`src/rtl/core/assignment_min_cost_bitmask_dp_top_assert.svh`:
```
// Assertion macros shared by the assignment solver RTL.
`ifndef ASSIGNMENT_MIN_COST_BITMASK_DP_TOP_ASSERT_SVH
`define ASSIGNMENT_MIN_COST_BITMASK_DP_TOP_ASSERT_SVH

// Clocked check that is switched off while reset is asserted.
`define AMC_ASSERT(lbl, prop, msg) \
    lbl: assert property (@(posedge clk) disable iff (!rst_n) prop) else $error(msg);

// Clocked check that also holds during reset.
`define AMC_ASSERT_ALWAYS(lbl, prop, msg) \
    lbl: assert property (@(posedge clk) prop) else $error(msg);

`endif

```
`src/rtl/core/amc_dp_ram.sv`:
```
// Simple dual-port RAM with one write port and a registered read port.
module amc_dp_ram #(
    parameter int DEPTH = 64,
    parameter int WIDTH = 16
) (
    input  logic                             clk,
    input  logic                             we,
    input  logic [$clog2(DEPTH > 1 ? DEPTH : 2)-1:0] waddr,
    input  logic [WIDTH-1:0]                 wdata,
    input  logic [$clog2(DEPTH > 1 ? DEPTH : 2)-1:0] raddr,
    output logic [WIDTH-1:0]                 rdata
);

    logic [WIDTH-1:0] mem [DEPTH];

    // Registered read; a read of the address being written returns the old word.
    always_ff @(posedge clk)
    begin
        if (we)
        begin
            mem[waddr] <= wdata;
        end
        rdata <= mem[raddr];
    end

endmodule

```
`config.mk`:
```
export PLATFORM = sky130hd
export DESIGN_NAME = amc_dp_ram
export DESIGN_NICKNAME = d
export VERILOG_FILES = /design/src/rtl/core/assignment_min_cost_bitmask_dp_top_assert.svh /design/src/rtl/core/amc_dp_ram.sv
export SDC_FILE = /design/constraint.sdc
export NUM_CORES = 1
export LEC_CHECK = 0
export ABC_AREA = 1
export BUFFER_PORTS_ARGS = -buffer_cell sky130_fd_sc_hd__buf_2
export CORE_ASPECT_RATIO = 1.5
export CORE_MARGIN = 2
export CORE_UTILIZATION = 50
export CTS_CLUSTER_DIAMETER = 200
export DETAILED_ROUTE_END_ITERATION = 10
export PLACE_DENSITY = 0.62
export SKIP_LAST_GASP = 1
export SYNTH_ARGS = -nofsm -noshare
export SYNTH_HDL_FRONTEND = slang
export SYNTH_SLANG_ARGS = --single-unit
```
`constraint.sdc`:
```
create_clock -name clk -period 4.1 [get_ports clk]
set_clock_uncertainty 0.15 [all_clocks]
set_input_delay 0.205 -clock clk [delete_from_list [all_inputs] [get_ports clk]]
set_output_delay 0.205 -clock clk [all_outputs]
set_load 0.03 [all_outputs]
```
==> impl_metrics.yaml <==
clock_network:
  cts_buffer_depth: 3
  htree_levels: 3
  root_buffer: "clkbuf_16"
  clock-sinks: 1040
  post_cts_buffers: 0
  cts_tree: "yes"
  cts_inserted_buffers: 90
  cts.clk_slew.worst_paths_ns: 0.07
  insertion_delay_ns: 0.65
final_layout:
  stdcell_count: 4748
  area_growth_pct: 10.37
  layout_commonest_cell: "nand2_1"
  final_cell_mix: "nand2_1 (1,296), edfxtp_1 (1,024), nand3_1 (871), buf_4 (99), clkbuf_16 (93)"
  fillers: 6987
  nNetsFinal: 3582
  drive_gt1_share_pct: 8.030
logic_synthesis:
  yosysSeqAreaShare_pct: 73.80
  ys_types: 16
  syn-cell-area_um2: 42100
  syn_inst: 3517
  ys_seq_elements: 1040
  ys_warn_count: 0
  synth_nets: 3547
  synth_area_leader_cell: "edfxtp_1"
  yosys-top-cells-area: "edfxtp_1 (73%), nand2_1 (12%), nand3_1 (10%)"
  synth_top_area_share_pct: 73.04
  syn_area_per_cell_um2: 11.97
worst_setup_path:
  startpoint: "raddr[0]"
  reg2reg_from: "mem[57][0]"
  crit_end: "rdata[0]"
  crit_type: "input port to flip-flop"
  path_max_fanout: 168
  endpoint_kind: "flip-flop"
  startpoint_type: "input port"
  cp.required_ns: 4.54
  rr_worst_depth: 8
  rr_endpoint: "rdata[0]"
  rrSetupSlack_ns: 2.41
  arrival_ns: 2.65
placed_design:
  place.gp.congestion: 0.8882
  dp_hpwl_um: 66720
  pre_cts_ws_ns: 1.299
  dp_cells: 4569
  io_buffers: 45
timing:
  slew_viol_final: 0
  relSlewSlack_pct: 7.280
  fin_crit_sh_pct: 53.90
  fin_crit_ns: 2.210
  setup_tns_ns: 0
  rsz0062_at_grt: "false"
  final-hold-violation-count: 0
  fin_ws_ns: 1.890
  setup_viol: 0
  worst_pin_slew_ns: 1.389
  max_freq_mhz: 452.5
route:
  drc: 0
  first_pass_iters: 5
  drt_iter0_markers: 2609
  wire_per_inst_um: 23.91
  final_antenna_net_count: 0
  drt-vias-per-instance: 5.670
  vias: 26920
  finalWirelength_um: 113500
power:
  p_leak_nw: 16.69
  power_density_nw_per_um2: 472.4
  peakVddDrop_uv: 548.1
flow_run:
  cap_violations: 0
floorplanning:
  die_y_um: 359.4
  ios: 46
  rows: 130
  initial_core_util_pct: 50.35
  die_w_um: 240.9
  dieArea_um2: 86580
  coreArea_um2: 83610
status:
  status: "completed"
grt:
  grt_pass1_vias: 26070
  antenna_found_initial: 3
  grt.overflow.total: 0
  grt_max_degree: 169
  track_usage_pct: 26.42
  grt_pass1_wl_um: 167700
min_path:
  holdCritPathClass: "input port to flip-flop"
  worstHoldPathCells: 1
critical path, cell delays in order:
cell,delay [ns]
buf_8,0.21
inv_16,0.53
buf_12,0.36
nand2_1,0.10
nand3_1,0.08
nand3_1,0.15
nand2_1,0.12
nand2_1,0.08
nand3_1,0.19
nand3_1,0.24
nand2_1,0.13
cells by family after synthesis:
family,count (synthesis),share of synthesized area [%]
simple gates,2240,22.66
flops,1040,73.80
buf+inv,237,3.537
synth_stat cells, drive strengths merged:
library cell  count
dfxtp            16
edfxtp         1024
nor2             56
nand4             9
nand2          1296
clkbuf           26
nand3           871
nor4              8
buf             199
inv              12
routing by layer:
layer,share of wire [%],global-route usage (%),up-vias
met1,38,32.95,13330
met3,5.8,3.340,191
met2,51,45.39,959
met5,0.033,0,-
met4,4.8,12.70,6
li1,-,-,12430
stage by stage:
stage | total power, mW | hold slack, ns | area, um^2 | util (%)
after floorplan | 12.84 | 0.1539 | 42100 | -
after global placement | 13.45 | 0.5284 | 43360 | 51.86
after detailed placement | 13.46 | 0.5199 | 43360 | 51.86
after CTS | 22.04 | 0.04485 | 46460 | 55.57
after global routing | 22.53 | 0.06790 | 46460 | 55.57
final | 21.95 | 0.07154 | 46470 | 55.58
worst min path at each step:
stage          startpoint         end
2_1_floorplan    wdata[0]   mem[0][0]
3_3_place_gp     rdata[1]    rdata[1]
3_5_place_dp     rdata[1]    rdata[1]
4_1_cts          wdata[9]  mem[49][9]
5_1_grt          wdata[9]  mem[48][9]
6_report         wdata[9]  mem[48][9]
registers in the layout, summed over array words and instances, names as in the netlist:
signal	count
mem	1024
rdata	16
layout make-up:
| class | instances | area (um^2) | area share, % |
|---|---|---|---|
| sequential | 1040 | 31070 | 66.87 |
| inverter | 12 | 71.32 | 0.1535 |
| clock buffer | 118 | 2451 | 5.275 |
| timing repair buffer | 168 | 1354 | 2.914 |
| clock inverter | 46 | 520.5 | 1.120 |
| tap | 1122 | 1404 | 3.021 |
| multi-input combinational | 2240 | 9590 | 20.64 |
| antenna | 2 | 5.005 | 0.01077 |
report_power, final:
| part | internal (mW) | leakage [nW] | switching [mW] |
|---|---|---|---|
| sequential | 11.8 | 9.35 | 0.0422 |
| combinational | 0.334 | 5.90 | 1.11 |
| clock | 4.96 | 1.45 | 3.74 |
| total | 17.1 | 16.7 | 4.89 |
what timing repair did:
| action | CTS | global route |
|---|---|---|
| hold buffers | 13 | 0 |
| gates resized for setup | 0 | 0 |
| endpoints found under the hold margin | 308 | 0 |
No activity file was read; power rests on OpenSTA's default activity.
