===== src/rtl/core/assignment_min_cost_bitmask_dp_top_assert.svh =====
// Assertion macros shared by the assignment solver RTL.
`ifndef ASSIGNMENT_MIN_COST_BITMASK_DP_TOP_ASSERT_SVH
`define ASSIGNMENT_MIN_COST_BITMASK_DP_TOP_ASSERT_SVH

// Clocked check that is switched off while reset is asserted.
`define AMC_ASSERT(lbl, prop, msg) \
    lbl: assert property (@(posedge clk) disable iff (!rst_n) prop) else $error(msg);

// Clocked check that also holds during reset.
`define AMC_ASSERT_ALWAYS(lbl, prop, msg) \
    lbl: assert property (@(posedge clk) prop) else $error(msg);

`endif


===== src/rtl/core/amc_dp_pkg.sv =====
// Shared constants and request types for the assignment solver.
package amc_dp_pkg;

    // Problem size and cost width.
    localparam int MAX_N     = 8;
    localparam int COST_BITS = 16;

    // Fixed field widths of the item and result.
    localparam int IDX_W = 3;
    localparam int CNT_W = 4;
    localparam int OUT_W = 19;

    // Derived widths.
    localparam int SUB_W      = MAX_N;
    localparam int BEST_DEPTH = 1 << MAX_N;
    localparam int COST_DEPTH = MAX_N * MAX_N;
    localparam int CADDR_W    = (COST_DEPTH > 1) ? $clog2(COST_DEPTH) : 1;
    localparam int JW         = (MAX_N > 1) ? $clog2(MAX_N) : 1;
    localparam int NW         = $clog2(MAX_N + 1);
    localparam int BEST_W     = COST_BITS + JW + 1;

    // Register port.
    localparam int ADDR_W    = 3;
    localparam int DATA_W    = 32;
    localparam int REG_IDX_W = ADDR_W - 2;
    localparam logic [REG_IDX_W-1:0] REG_WORKER_COUNT = '0;
    localparam logic [CNT_W-1:0] WORKER_COUNT_RESET = CNT_W'(8);

    // Requests to the cost store.
    typedef struct packed {
        logic                        we;
        logic [CADDR_W-1:0]          waddr;
        logic signed [COST_BITS-1:0] wdata;
        logic [CADDR_W-1:0]          raddr;
    } cost_req_t;

    // Requests to the subset table.
    typedef struct packed {
        logic                     we;
        logic [SUB_W-1:0]         waddr;
        logic signed [BEST_W-1:0] wdata;
        logic [SUB_W-1:0]         raddr;
    } best_req_t;

endpackage


===== src/rtl/core/amc_dp_cfg.sv =====
// Register port holding the worker count and its clamped form.
module amc_dp_cfg (
    input  logic                               clk,
    input  logic                               rst_n,
    input  logic                               psel,
    input  logic                               penable,
    input  logic                               pwrite,
    input  logic [amc_dp_pkg::ADDR_W-1:0]      paddr,
    input  logic [amc_dp_pkg::DATA_W-1:0]      pwdata,
    output logic [amc_dp_pkg::DATA_W-1:0]      prdata,
    output logic                               pready,
    output logic [amc_dp_pkg::NW-1:0]          n_eff
);

    logic [amc_dp_pkg::CNT_W-1:0]     worker_count_reg;
    logic [amc_dp_pkg::CNT_W-1:0]     worker_count_next;
    logic [amc_dp_pkg::REG_IDX_W-1:0] reg_idx;

    assign reg_idx = paddr[amc_dp_pkg::ADDR_W-1:2];
    assign pready  = 1'b1;

    // Register write decode.
    always_comb
    begin
        worker_count_next = worker_count_reg;
        if (psel && penable && pwrite && reg_idx == amc_dp_pkg::REG_WORKER_COUNT)
        begin
            worker_count_next = pwdata[amc_dp_pkg::CNT_W-1:0];
        end
    end

    always_ff @(posedge clk or negedge rst_n)
    begin
        if (!rst_n)
        begin
            worker_count_reg <= amc_dp_pkg::WORKER_COUNT_RESET;
        end
        else
        begin
            worker_count_reg <= worker_count_next;
        end
    end

    // Read back.
    always_comb
    begin
        prdata = '0;
        if (reg_idx == amc_dp_pkg::REG_WORKER_COUNT)
        begin
            prdata = amc_dp_pkg::DATA_W'(worker_count_reg);
        end
    end

    // A count of zero acts as one, a count above the maximum as the maximum.
    always_comb
    begin
        if (worker_count_reg == '0)
        begin
            n_eff = amc_dp_pkg::NW'(1);
        end
        else if (int'(worker_count_reg) > amc_dp_pkg::MAX_N)
        begin
            n_eff = amc_dp_pkg::NW'(amc_dp_pkg::MAX_N);
        end
        else
        begin
            n_eff = amc_dp_pkg::NW'(worker_count_reg);
        end
    end

endmodule


===== config.mk =====
export PLATFORM = sky130hd
export DESIGN_NAME = amc_dp_cfg
export DESIGN_NICKNAME = d
export VERILOG_FILES = /design/src/rtl/core/assignment_min_cost_bitmask_dp_top_assert.svh /design/src/rtl/core/amc_dp_pkg.sv /design/src/rtl/core/amc_dp_cfg.sv
export SDC_FILE = /design/constraint.sdc
export NUM_CORES = 1
export LEC_CHECK = 0
export BUFFER_PORTS_ARGS = -buffer_cell sky130_fd_sc_hd__buf_2
export CORE_UTILIZATION = 29
export CTS_CLUSTER_SIZE = 28
export DETAILED_ROUTE_END_ITERATION = 7
export GPL_ROUTABILITY_DRIVEN = 0
export GPL_TIMING_DRIVEN = 0
export HOLD_SLACK_MARGIN = 0.05
export PLACE_DENSITY_LB_ADDON = 0.1
export SETUP_SLACK_MARGIN = 0.2
export SLEW_MARGIN = 20
export SYNTH_ARGS = -nofsm -noshare
export SYNTH_HDL_FRONTEND = slang
export SYNTH_SLANG_ARGS = --single-unit
export TNS_END_PERCENT = 5

===== constraint.sdc =====
create_clock -name clk -period 2.4 [get_ports clk]
set_clock_uncertainty 0.2 [all_clocks]
set_input_delay 0.48 -clock clk [delete_from_list [all_inputs] [get_ports clk]]
set_output_delay 0.48 -clock clk [all_outputs]
set_load 0.005 [all_outputs]

==> summary.txt, run 1 <==
Status
  – Status: finished with violations
  – Failing checks: DRC

Clocking
  – CTS sink cnt: 4
  – Post-cts resize count: 0
  – CTS Buffer Depth: 2
  – Htree depth: 1
  – Worst-path clk slew: 40 ps
  – CTS Root Cell: clkbuf_4
  – Total CTS buffers: 3
  – Worst-skew pair later-pin latency: 230 ps
  – CTS tree: yes

Cells and area
  – Largest register FFs: 4
  – Antenna cell count: 0
  – Final Non-Filler Cells: 114
  – Final #Nets: 139
  – Most frequent cells in the layout: buf_4, conb_1, buf_2
  – Final Instance Area: 703 µm²
  – Fillers: 158
  – Layout cells sized above 1: 61.2%
  – Area Overhead vs Synth: 52.7%

Routing
  – Routed vias: 356
  – Post-DR wirelength/cell: 6.50 µm
  – DRT iter0 DRCs: 1
  – 1st-pass router iterations: 5
  – Drt total wl: 741 µm
  – Vias/cell: 3.12
  – Drc violations: 1
  – ANT nets after route: 0

Floorplan
  – Horiz. Die Dim: 41.8 µm
  – Starting density of the core: 30.9%
  – Placeable Area: 0.00149 mm²
  – Row cnt: 14
  – I/O Pins: 77
  – Die H: 41.8 µm
  – Die area: 0.00175 mm²

Power and ir drop
  – Clk network pwr share: 29.1%
  – Leakage: 0.454 nW
  – Overall Power: 0.000317 W
  – Comb power frac: 39.3%
  – Sequential Power Share: 31.6%
  – Power density cells: 451 mW/mm²
  – Maximum vdd ir drop: 0.305 mV
  – Sw Ratio: 27.5%
  – Net switching power: 0.0000872 W
  – Internal: 0.000230 W

Timing
  – RSZ-0062 raised after global routing: false
  – Highest clock rate: 0.584 GHz
  – Hold Fails Final Rpt: 0
  – Fin crit share: 71.3%
  – Min Tclk post-route: 1710 ps
  – TNS Setup: 0 ps
  – Slew Viols, Final: 0
  – # setup viols final: 0

GRT
  – Largest net degree at the start of global routing: 7
  – Initial antenna violation count: 0
  – Vias in the first global route: 280
  – Gr ovfl total: 0
  – Total GRT Usage: 8.23%
  – First-pass GRT wire length: 1080 µm

Placed design
  – Inst Count DP: 109
  – Post-placement cell area: 667 µm²
  – I/O Buffers: 17

Hold path
  – Hold WC Path Type: in2reg

Synth
  – Synth unique cells: 11
  – Syn. warnings: 0
  – Mapped Cells: 49
  – Sequential share of the synthesized area: 22.0%
  – Synthesized area per cell: 9.40 µm²
  – Yosys reg bits: 4
  – Mapped Area: 460 µm²

Critical path
  – CP required: 1720 ps
  – CP Max Fanout: 6
  – CP arrival: 1030 ps
  – Setup Crit Path Kind: reg2out
  – Crit. End Element: output port
  – Worst setup SP type: flop

Flow run
  – Maxcap violations: 0
-- area by class of cell --
type                            instances  area, µm²  area share, %
Buffer                                 30        221           31.5
Clock buffer                            4       26.3           3.74
Tap cell                               16       20.0           2.85
Multi-Input combinational cell         42        239           34.0
Sequential cell                         4        101           14.4
Timing Repair Buffer                   18       95.1           13.5
-- logic make-up after synthesis --
kind of cell,synth area share (%)
buffers and inverters,48.1
and+or+nand+nor,16.3
muxes,9.78
DFF,22.0
other,1.63
AOI/OAI and AO/OA,2.17
-- metrics by stage --
stage | setup WS, ps | hold slack (ps) | util [%]
2_1_floorplan | 1040 | -15.6 | -
3_3_place_gp | 791 | 88.3 | 44.8
3_5_place_dp | 785 | 87.3 | 44.8
4_1_cts | 673 | 266 | 47.2
5_1_grt | 643 | 270 | 47.2
6_report | 688 | 275 | 47.2
-- power by group through the flow --
stage	Sequential (W)	Clock, W	Combinational [W]
final	0.000100	0.0000923	0.000125
after detailed placement	0.000102	0	0.000123
after global routing	0.000102	0.000102	0.000138
after floorplan	0.0000962	0	0.0000881
after global placement	0.000101	0	0.000122
after CTS	0.000101	0.0000971	0.000125
-- worst paths after layout --
path	cells after the start	start	to	slack [ps]
max	2	worker_count_reg[3]	prdata[3]	690
min in group asynchronous	2	rst_n	worker_count_reg[2]	370
min reg2reg	1	worker_count_reg[0]	worker_count_reg[0]	340
max in group asynchronous	2	rst_n	worker_count_reg[3]	1410
min	2	pwdata[2]	worker_count_reg[2]	280
max reg2reg	1	worker_count_reg[2]	worker_count_reg[2]	1420
-- timing repair --
action,CTS,global route
setup buffers,0,0
endpoints found under the hold margin,4,0
hold buffers,1,0
-- routing by layer --
metal	routed length, µm	track usage (%)	up-vias
li1	-	-	192
met1	207	5.93	142
met2	454	17.5	22
met3	79	0.435	0
met4	0	7.74	0
met5	0	0	-
-- synth_stat cells --
| master | n | area, µm² |
|---|---|---|
| nand4b_4 | 1 | 23.8 |
| o21ba_2 | 1 | 10.0 |
| mux2_2 | 4 | 45.0 |
| and2b_2 | 4 | 35.0 |
| buf_4 | 29 | 218 |
| conb_1 | 2 | 7.51 |
| dfrtp_1 | 3 | 75.1 |
| nor2_1 | 1 | 3.75 |
| clkbuf_1 | 1 | 3.75 |
| dfstp_2 | 1 | 26.3 |
| nor2b_1 | 2 | 12.5 |
-- critical path, stage by stage, from the launching register on --
cell	delay, ps
dfstp_2	560
and2b_2	140
buf_2	100
(Power assumes the default switching activity.)
==> run 2: changes to the inputs <==
Settings changed: CORE_UTILIZATION 29 to 27.
Clock period 2.4 ns to 1.6 ns, I/O delays scaled along.
==> run 2 against run 1 <==
Effect of this change: the run now ends clean; sequential power is 52% higher; flip-flop and latch count stayed put; cell count is 0.88% higher; critical path type unchanged.
==> summary.txt, run 2 (synthesis results as in run 1) <==
Critical path
  – Crit. End Element: output port
  – Cell family with most CP delay: flip-flops
  – CP Max Fanout: 6
  – Crit-path cells: and2b_2 > buf_6
  – R2R Setup Slk: 510 ps
  – Setup Crit Path Kind: reg2out
  – Worst setup SP type: flop
  – CP arrival: 1050 ps
  – CP required: 1080 ps
  – Crit path largest cell delay: 580 ps
  – Buf/Inv on CP: 1
  – Crit-path slowest cell: dfstp_2

Placed design
  – Inst Count DP: 109
  – Dpl ws: 272 ps
  – I/O Buffers: 17

Timing
  – Final WS setup: 27.5 ps
  – Fin crit share: 98.3%
  – RSZ-0062 raised after global routing: true
  – # setup viols final: 0
  – Hold Fails Final Rpt: 0
  – Highest clock rate: 0.636 GHz
  – Slew Viols, Final: 0
  – Min Tclk post-route: 1570 ps

GRT
  – Total GRT Usage: 7.39%
  – Largest net degree at the start of global routing: 7
  – Gr ovfl total: 0
  – First-pass GRT wire length: 1010 µm
  – Vias in the first global route: 256
  – Initial antenna violation count: 0

Cells and area
  – Largest register FFs: 4
  – Fillers: 159
  – Antenna cell count: 0
  – Fin util: 47.1%
  – Sequential cell area: 101 µm²
  – Most common library cell in the layout ignoring fill and taps: buf_4
  – Area Overhead vs Synth: 57.6%
  – Final Non-Filler Cells: 115
  – Area of the multi-input gates: 241 µm²
  – Final #Nets: 140
  – Most frequent cells in the layout: buf_4, conb_1, buf_2
  – Layout cells sized above 1: 62.6%

Power and ir drop
  – Overall Power: 0.000498 W
  – Leakage: 0.461 nW
  – Power density cells: 686 mW/mm²
  – Maximum vdd ir drop: 0.391 mV

Routing
  – 1st-pass router iterations: 2
  – DRT iter0 DRCs: 2
  – Drt total wl: 749 µm
  – Post-DR wirelength/cell: 6.51 µm
  – Vias/cell: 3.08
  – Routed vias: 354
  – Drc violations: 0
  – ANT nets after route: 0

Floorplan
  – Die area: 0.00187 mm²
  – Die H: 43.3 µm
  – Placeable Area: 0.00154 mm²
  – Row cnt: 14
  – I/O Pins: 77
  – Starting density of the core: 29.9%
  – Horiz. Die Dim: 43.3 µm

Clocking
  – Worst-skew pair later-pin latency: 230 ps
  – CTS Buffer Depth: 2
  – CTS tree: yes
  – Total CTS buffers: 3
  – CTS sink cnt: 4
  – Worst-path clk slew: 40 ps
  – CTS Root Cell: clkbuf_4
  – Htree depth: 1

Hold path
  – Hold WC Path Type: in2reg

Flow run
  – Maxcap violations: 0

Status
  – Status: completed
run 2: area by class of cell:
class / instances / share of cell area [%]
Multi-Input combinational cell: 42 / 33.3
Buffer: 30 / 30.5
Timing Repair Buffer: 19 / 15.9
Sequential cell: 4 / 14.0
Clock buffer: 4 / 3.62
Tap cell: 16 / 2.76
run 2: repair_timing:
item                                   4_1_cts  5_1_grt
pin swaps                                    0        0
buffers inserted                             1        0
setup endpoints to repair                    8        8
endpoints found under the hold margin        4        0
resized for setup                            0        3
cloned                                       0        0
hold buffers                                 1        0
run 2: layer usage:
metal | wire, µm | GRT usage [%] | vias to the layer above
li1 | - | - | 194
met1 | 263 | 7.27 | 134
met2 | 390 | 13.1 | 26
met3 | 96 | 1.70 | 0
met4 | 0 | 5.45 | 0
met5 | 0 | 0 | -
run 2: metrics by stage:
stage / hold WS [ps] / setup TNS (ps) / cell area [µm²]
2_1_floorplan: -176 / 0 / 562
3_3_place_gp: -71.7 / 0 / 667
3_5_place_dp: -72.0 / 0 / 667
4_1_cts: 108 / 0 / 711
5_1_grt: 109 / -42.7 / 726
6_report: 116 / 0 / 726
run 2: final timing paths:
path	start	depth (start not counted)	to
max	worker_count_reg[3]	2	prdata[3]
min	pwdata[0]	2	worker_count_reg[0]
max reg2reg	worker_count_reg[1]	2	worker_count_reg[1]
min reg2reg	worker_count_reg[0]	1	worker_count_reg[0]
max in group asynchronous	rst_n	2	worker_count_reg[3]
min in group asynchronous	rst_n	2	worker_count_reg[2]
run 2: power breakdown:
part           internal (W)  switching (W)  leakage (nW)
clock network     0.0000936      0.0000412        0.0150
logic              0.000138      0.0000728         0.400
registers          0.000129      0.0000231        0.0465
