## src/rtl/core/assignment_min_cost_bitmask_dp_top_assert.svh

```systemverilog
// Assertion macros shared by the assignment solver RTL.
`ifndef ASSIGNMENT_MIN_COST_BITMASK_DP_TOP_ASSERT_SVH
`define ASSIGNMENT_MIN_COST_BITMASK_DP_TOP_ASSERT_SVH

// Clocked check that is switched off while reset is asserted.
`define AMC_ASSERT(lbl, prop, msg) \
    lbl: assert property (@(posedge clk) disable iff (!rst_n) prop) else $error(msg);

// Clocked check that also holds during reset.
`define AMC_ASSERT_ALWAYS(lbl, prop, msg) \
    lbl: assert property (@(posedge clk) prop) else $error(msg);

`endif

```

## src/rtl/core/amc_dp_pkg.sv

```systemverilog
// Shared constants and request types for the assignment solver.
package amc_dp_pkg;

    // Problem size and cost width.
    localparam int MAX_N     = 8;
    localparam int COST_BITS = 16;

    // Fixed field widths of the item and result.
    localparam int IDX_W = 3;
    localparam int CNT_W = 4;
    localparam int OUT_W = 19;

    // Derived widths.
    localparam int SUB_W      = MAX_N;
    localparam int BEST_DEPTH = 1 << MAX_N;
    localparam int COST_DEPTH = MAX_N * MAX_N;
    localparam int CADDR_W    = (COST_DEPTH > 1) ? $clog2(COST_DEPTH) : 1;
    localparam int JW         = (MAX_N > 1) ? $clog2(MAX_N) : 1;
    localparam int NW         = $clog2(MAX_N + 1);
    localparam int BEST_W     = COST_BITS + JW + 1;

    // Register port.
    localparam int ADDR_W    = 3;
    localparam int DATA_W    = 32;
    localparam int REG_IDX_W = ADDR_W - 2;
    localparam logic [REG_IDX_W-1:0] REG_WORKER_COUNT = '0;
    localparam logic [CNT_W-1:0] WORKER_COUNT_RESET = CNT_W'(8);

    // Requests to the cost store.
    typedef struct packed {
        logic                        we;
        logic [CADDR_W-1:0]          waddr;
        logic signed [COST_BITS-1:0] wdata;
        logic [CADDR_W-1:0]          raddr;
    } cost_req_t;

    // Requests to the subset table.
    typedef struct packed {
        logic                     we;
        logic [SUB_W-1:0]         waddr;
        logic signed [BEST_W-1:0] wdata;
        logic [SUB_W-1:0]         raddr;
    } best_req_t;

endpackage

```

## src/rtl/core/amc_dp_ctrl.sv

```systemverilog
// Sequencer and datapath: loads costs and sweeps the subset table.
`include "assignment_min_cost_bitmask_dp_top_assert.svh"

module amc_dp_ctrl (
    input  logic                                    clk,
    input  logic                                    rst_n,
    input  logic [amc_dp_pkg::NW-1:0]               n_eff,
    input  logic                                    item_valid,
    output logic                                    item_stall,
    input  logic [amc_dp_pkg::IDX_W-1:0]            worker_index,
    input  logic [amc_dp_pkg::IDX_W-1:0]            job_index,
    input  logic signed [amc_dp_pkg::COST_BITS-1:0] cost_value,
    input  logic                                    last_entry,
    output logic                                    result_valid,
    input  logic                                    result_stall,
    output logic signed [amc_dp_pkg::OUT_W-1:0]     min_cost,
    output amc_dp_pkg::cost_req_t                   cost_req,
    input  logic signed [amc_dp_pkg::COST_BITS-1:0] cost_rdata,
    output amc_dp_pkg::best_req_t                   best_req,
    input  logic signed [amc_dp_pkg::BEST_W-1:0]    best_rdata
);

    typedef enum logic [2:0] {
        S_IDLE,
        S_INIT,
        S_ISSUE,
        S_DRAIN,
        S_PUB
    } state_t;

    localparam logic signed [amc_dp_pkg::BEST_W-1:0] ACC_MAX =
        {1'b0, {(amc_dp_pkg::BEST_W-1){1'b1}}};

    state_t                                 state_reg, state_next;
    logic [amc_dp_pkg::SUB_W-1:0]           t_reg, t_next;
    logic [amc_dp_pkg::JW-1:0]              j_reg, j_next;
    logic                                   pend_reg, pend_next;
    logic signed [amc_dp_pkg::BEST_W-1:0]   acc_reg, acc_next;
    logic                                   out_valid_reg, out_valid_next;
    logic signed [amc_dp_pkg::OUT_W-1:0]    out_data_reg, out_data_next;

    logic [amc_dp_pkg::NW-1:0]              k;
    logic [amc_dp_pkg::NW-1:0]              row;
    logic [amc_dp_pkg::SUB_W-1:0]           pred;
    logic [amc_dp_pkg::SUB_W-1:0]           full;
    logic                                   last_j;
    logic                                   item_take;
    logic                                   out_taken;
    logic                                   in_range;
    logic signed [amc_dp_pkg::BEST_W-1:0]   cand;
    logic signed [amc_dp_pkg::BEST_W-1:0]   acc_cur;

    // Number of jobs already taken by a subset.
    function automatic logic [amc_dp_pkg::NW-1:0] ones_of(
        input logic [amc_dp_pkg::SUB_W-1:0] v
    );
        logic [amc_dp_pkg::NW-1:0] c;
        c = '0;
        for (int i = 0; i < amc_dp_pkg::SUB_W; i++)
        begin
            c = c + amc_dp_pkg::NW'(v[i]);
        end
        return c;
    endfunction

    // Subset indexing and the candidate from the previous read.
    assign k      = ones_of(t_reg);
    assign row    = k - amc_dp_pkg::NW'(1);
    assign pred   = t_reg & ~(amc_dp_pkg::SUB_W'(1) << j_reg);
    assign full   = ~({amc_dp_pkg::SUB_W{1'b1}} << n_eff);
    assign last_j = (j_reg == amc_dp_pkg::JW'(n_eff - amc_dp_pkg::NW'(1)));
    assign cand   = best_rdata + amc_dp_pkg::BEST_W'(cost_rdata);
    assign acc_cur = (pend_reg && cand < acc_reg) ? cand : acc_reg;

    assign item_stall   = (state_reg != S_IDLE);
    assign item_take    = item_valid && !item_stall;
    assign out_taken    = out_valid_reg && !result_stall;
    assign result_valid = out_valid_reg;
    assign min_cost     = out_data_reg;
    assign in_range     = (int'(worker_index) < int'(n_eff))
                       && (int'(job_index) < int'(n_eff));

    // Cost store: written by loaded items, read during the sweep.
    always_comb
    begin
        cost_req.we    = item_take && in_range;
        cost_req.waddr = amc_dp_pkg::CADDR_W'(int'(worker_index) * amc_dp_pkg::MAX_N
                                              + int'(job_index));
        cost_req.wdata = cost_value;
        cost_req.raddr = amc_dp_pkg::CADDR_W'(int'(row) * amc_dp_pkg::MAX_N
                                              + int'(j_reg));
    end

    // Next-state logic of the sweep.
    always_comb
    begin
        state_next     = state_reg;
        t_next         = t_reg;
        j_next         = j_reg;
        pend_next      = pend_reg;
        acc_next       = acc_reg;
        out_valid_next = out_valid_reg && !out_taken;
        out_data_next  = out_data_reg;
        best_req.we    = 1'b0;
        best_req.waddr = t_reg;
        best_req.wdata = acc_cur;
        best_req.raddr = pred;

        case (state_reg)
            S_IDLE:
            begin
                if (item_take && last_entry)
                begin
                    state_next = S_INIT;
                end
            end
            // The empty subset costs nothing.
            S_INIT:
            begin
                best_req.we    = 1'b1;
                best_req.waddr = '0;
                best_req.wdata = '0;
                t_next         = amc_dp_pkg::SUB_W'(1);
                j_next         = '0;
                pend_next      = 1'b0;
                acc_next       = ACC_MAX;
                state_next     = S_ISSUE;
            end
            // One predecessor read per cycle, folded in the following cycle.
            S_ISSUE:
            begin
                pend_next = t_reg[j_reg];
                acc_next  = acc_cur;
                if (last_j)
                begin
                    state_next = S_DRAIN;
                end
                else
                begin
                    j_next = j_reg + amc_dp_pkg::JW'(1);
                end
            end
            // Fold the last read and store the subset minimum.
            S_DRAIN:
            begin
                best_req.we = 1'b1;
                pend_next   = 1'b0;
                j_next      = '0;
                if (t_reg == full)
                begin
                    acc_next   = acc_cur;
                    state_next = S_PUB;
                end
                else
                begin
                    acc_next   = ACC_MAX;
                    t_next     = t_reg + amc_dp_pkg::SUB_W'(1);
                    state_next = S_ISSUE;
                end
            end
            // Hand the full-set minimum to the output register.
            S_PUB:
            begin
                if (!out_valid_reg || out_taken)
                begin
                    out_valid_next = 1'b1;
                    out_data_next  = acc_reg[amc_dp_pkg::OUT_W-1:0];
                    state_next     = S_IDLE;
                end
            end
            default:
            begin
                state_next = S_IDLE;
            end
        endcase
    end

    always_ff @(posedge clk or negedge rst_n)
    begin
        if (!rst_n)
        begin
            state_reg     <= S_IDLE;
            pend_reg      <= 1'b0;
            out_valid_reg <= 1'b0;
            t_reg         <= '0;
            j_reg         <= '0;
        end
        else
        begin
            state_reg     <= state_next;
            pend_reg      <= pend_next;
            out_valid_reg <= out_valid_next;
            t_reg         <= t_next;
            j_reg         <= j_next;
        end
    end

    always_ff @(posedge clk)
    begin
        acc_reg      <= acc_next;
        out_data_reg <= out_data_next;
    end

    // Checks on the sweep.
    `AMC_ASSERT(a_last_starts, item_take && last_entry |=> state_reg == S_INIT, "last item did not start the sweep")
    `AMC_ASSERT(a_job_in_range, state_reg == S_ISSUE |-> int'(j_reg) < int'(n_eff), "job counter ran past the worker count")
    `AMC_ASSERT(a_no_cost_write_busy, state_reg != S_IDLE |-> !cost_req.we, "cost store written during the sweep")
    `AMC_ASSERT(a_pub_loads, state_reg == S_PUB && !(out_valid_reg && result_stall) |=> out_valid_reg && state_reg == S_IDLE, "result not loaded when the output was free")

endmodule

```

## config.mk

```make
export PLATFORM = sky130hd
export DESIGN_NAME = amc_dp_ctrl
export DESIGN_NICKNAME = d
export VERILOG_FILES = /design/src/rtl/core/amc_dp_pkg.sv /design/src/rtl/core/amc_dp_ctrl.sv
export VERILOG_INCLUDE_DIRS = /design/src /design/src/rtl/core
export SDC_FILE = /design/constraint.sdc
export NUM_CORES = 1
export LEC_CHECK = 0
export ABC_AREA = 1
export ABC_CLOCK_PERIOD_IN_PS = 13200
export BUFFER_PORTS_ARGS = -buffer_cell sky130_fd_sc_hd__buf_4
export CORE_MARGIN = 2
export CORE_UTILIZATION = 55
export CTS_CLUSTER_DIAMETER = 80
export DETAILED_ROUTE_END_ITERATION = 8
export GPL_ROUTABILITY_DRIVEN = 1
export PLACE_DENSITY = 0.91
export SLEW_MARGIN = 20
export SYNTH_ARGS = -nofsm -noshare
export SYNTH_HDL_FRONTEND = slang
export SYNTH_SLANG_ARGS = --single-unit
```

## constraint.sdc

```tcl
create_clock -name clk -period 13.2 [get_ports clk]
set_clock_uncertainty 0.2 [all_clocks]
set_input_delay 2.64 -clock clk [delete_from_list [all_inputs] [get_ports clk]]
set_output_delay 2.64 -clock clk [all_outputs]
set_load 0.02 [all_outputs]
```

==> impl_results.md <==
- Top_reg_cell synth: edfxtp_1
- Area post-placement: 6108 um2
- CTS tree: built
- Hold Vio Cnt, Final: 0
- Crit path top cell by count: nand2_1
- Peak Freq: 99.94 MHz
- Starting Density: 0.5694
- 1st-iter DRT viols: 390
- Logic gate share of total power: 0.621
- Synth Warn #: 0
- CTS root buf: clkbuf_8
- DRC: 0
- Max-cap violations: 0
- Largest family of logic cells by synthesized area: simple AND/OR/NAND/NOR gates
- Tot GR Track Use: 0.2546
- Hold depth: 0
- Max-slew violation count: 0
- Clock power share: 0.100
- Post-synthesis simple-gate area fraction: 0.3106
- Synthesized area: about 5300 um2
- Routability congestion estimate: 0.9704
- WS Path Type: input pin to output port
- Fin crit share: 0.7580
- Final core utilization: 0.6703
- IO Pins: around 150
- Worst Path Max Fanout: 21
- Layout cell share with drive strength beyond 1: 0.1636
- Post-synthesis cell count: 759
- Core box area: 9240 um2
- Clk sinks: 55
- Worst Hold Class: flop to flop
- Sw power: 0.4590 mW
- Worst Path Arrival: 7.17 ns
- Worst Slack Setup Final: 3.194 ns
- Proportion of synthesized area in mux cells: 0
- Reg2reg path depth: 12
- Final setup vio count: 0
- WP data required: ~10 ns
- RSZ-0062 raised after global routing: no
- Largest net degree at the start of global routing: 22
- Final ANT Viol Nets: 0
- GRT Residual Overflow: 0
- Post-synthesis compound-gate area fraction: 0.06421
- Initial antenna violation count: 0
- Worst VDD drop: roughly 88 uV
- DP Cell Count: 977
- Pint: 0.4687 mW
- Most frequent cell after synthesis: nand2_1
- Chip width: around 100 um
- H-tree depth: 2
- # resized after CTS: 0
- CP max stage cell: nand3_1
- Net count after synthesis: 886
- Hold slack: 0.2621 ns
- Post-synth ARST share: 0.2909
- Die Y: roughly 100 um
- Post-Layout Cell Count: 985
- First-pass GRT wire length: 21200 um
- Area Growth Syn to Fin: 17.72%
- Clk pin slew, worst setup/hold paths: 0.10 ns
- Slew headroom: 0.4460
- Antenna cell count: 0
- Tightest Pin Transition: 0.8285 ns
- Synth top area cells: edfxtp_1 22%, nand2_1 17%, ha_1 13%
- Synthesized area per cell: 6.932 um2
- CP endpoint kind: output port
- Synth top cells by count: 238 x nand2_1, 135 x inv_1, 71 x nor2_1
- Cts bufs inserted: 5
- Routed wire length: approximately 13000 um
- Net Sw Frac: 0.4948
- DR vias/cell: 5.206
- Pre-antenna DRT Iters: 6
- Vias in the first global route: 4755
- Post-synth top area share: 0.2226
- Max reg flops: 20
- XOR/XNOR Fraction of Synth Area: 0.02996
- Status: complete, no violations
- CTS Hold Buffers Added: 0
- Rows: 35
- Routed len/inst: around 13 um
- Post-DP HPWL: between 10000 and 15000 um
- Via count: 5128
- Crit path largest cell delay: 0.95 ns
- Port Buffers: between 100 and 150
- Setup_tns: 0 ns
- Final net count: 982
- Post-synth EDFFs: 39
- Final Power: 0.9277 mW
- Leading area contributor after synthesis: edfxtp_1
- Worst setup SP type: input pin
- Leak pwr: around 3.4 nW
- Crit path cell chain: buf_4 > ha_1 > nand2_1 > inv_1 > nand2_1 > o21ai_0 > nand2_1 > nand2_1 > nand2_1 > nand2_1 > inv_1 > ha_1 > nand2_1 > inv_1 > nand2_1 > nand2_1 > a21oi_1 > nand4_1 > nand3_1 > nand2_1 > nand2_1 > nor2_1 > buf_4
- Seq cells post-synth: 55
- Fin crit period: 10.01 ns
- Register share of total power: 0.279
- Final instance area: 6193 um2
- Adder-cell area share of the yosys netlist: 0.1498
- Deepest clock path buffer count: 2
- Worst slack at placement: 3.344 ns
- Register area share after synthesis: 0.2987
- Pwr/cell area: 149.8 nW/um2
- Post-CTS Setup Inserts: 0
- Die area: between 10000 and 15000 um2
- Insertion delay to the later sink of the worst-skew pair: just over 0.3 ns
- Post-synth cell types: 38
## cell families after synthesis
group                      Yosys count
AOI/OAI and AO/OA                   61
xor gates and xnor gates            18
adders and majority gates           60
buffers and inverters              174
DFF                                 55
and+or+nand+nor                    391
## placed cells by master, fill, tap and decap left out, types with 6 or more instances in the layout
| master | synthesis | layout |
|---|---|---|
| nand2_1 | 238 | 238 |
| inv_1 | 135 | 135 |
| buf_4 | 24 | 124 |
| nor2_1 | 71 | 71 |
| ha_1 | 55 | 55 |
| nand3_1 | 43 | 43 |
| edfxtp_1 | 39 | 39 |
| a21oi_1 | 30 | 30 |
| o21ai_0 | 19 | 19 |
| nand4_1 | 19 | 19 |
| dfrtp_1 | 16 | 16 |
| xor2_1 | 12 | 12 |
| nand3b_1 | 9 | 9 |
| xnor2_1 | 6 | 6 |
## power groups by stage
stage	sequential [mW]	clock (mW)	combinational, mW
finish	0.259	0.0923	0.576
global route	0.263	0.101	0.638
CTS	0.258	0.0922	0.575
detailed placement	0.262	0	0.572
global placement	0.260	0	0.557
floorplan	0.251	0	0.399
## layer usage
layer  part of all wire  track usage  wire length [um]
met5                  0            0                 0
met4              0.017      0.07069               216
met3              0.076      0.03382               977
met2               0.51       0.4575              6577
met1               0.40       0.3198              5120
## final timing paths
path | slack [ns] | from | end
max | 3.19 | cost_rdata[5] | best_req[25]
min | 0.26 | acc_reg[2] | min_cost[2]
max reg2reg | 9.55 | acc_reg[15] | acc_reg[17]
min reg2reg | 0.26 | acc_reg[2] | min_cost[2]
max in group asynchronous | 10.64 | rst_n | t_reg[1]
min in group asynchronous | 1.97 | rst_n | t_reg[3]
## cell type report
cell class | count | area (um2)
Tap cell | 129 | 161.4
Multi-Input combinational cell | 530 | 2918
Sequential cell | 55 | 1572
Timing Repair Buffer | 124 | 930.9
Fill cell | 818 | 3047
Clock inverter | 2 | 12.51
Inverter | 139 | 526.8
Clock buffer | 6 | 72.57
## critical path, delay by kind of cell
| kind | cells | cell delay (ns) |
|---|---|---|
| and+or+nand+nor | 14 | 2.76 |
| adders and majority gates | 2 | 0.64 |
| buffers and inverters | 5 | 0.46 |
| AOI/OAI and AO/OA | 2 | 0.65 |
Note: power is estimated with default switching activity, not from simulation.
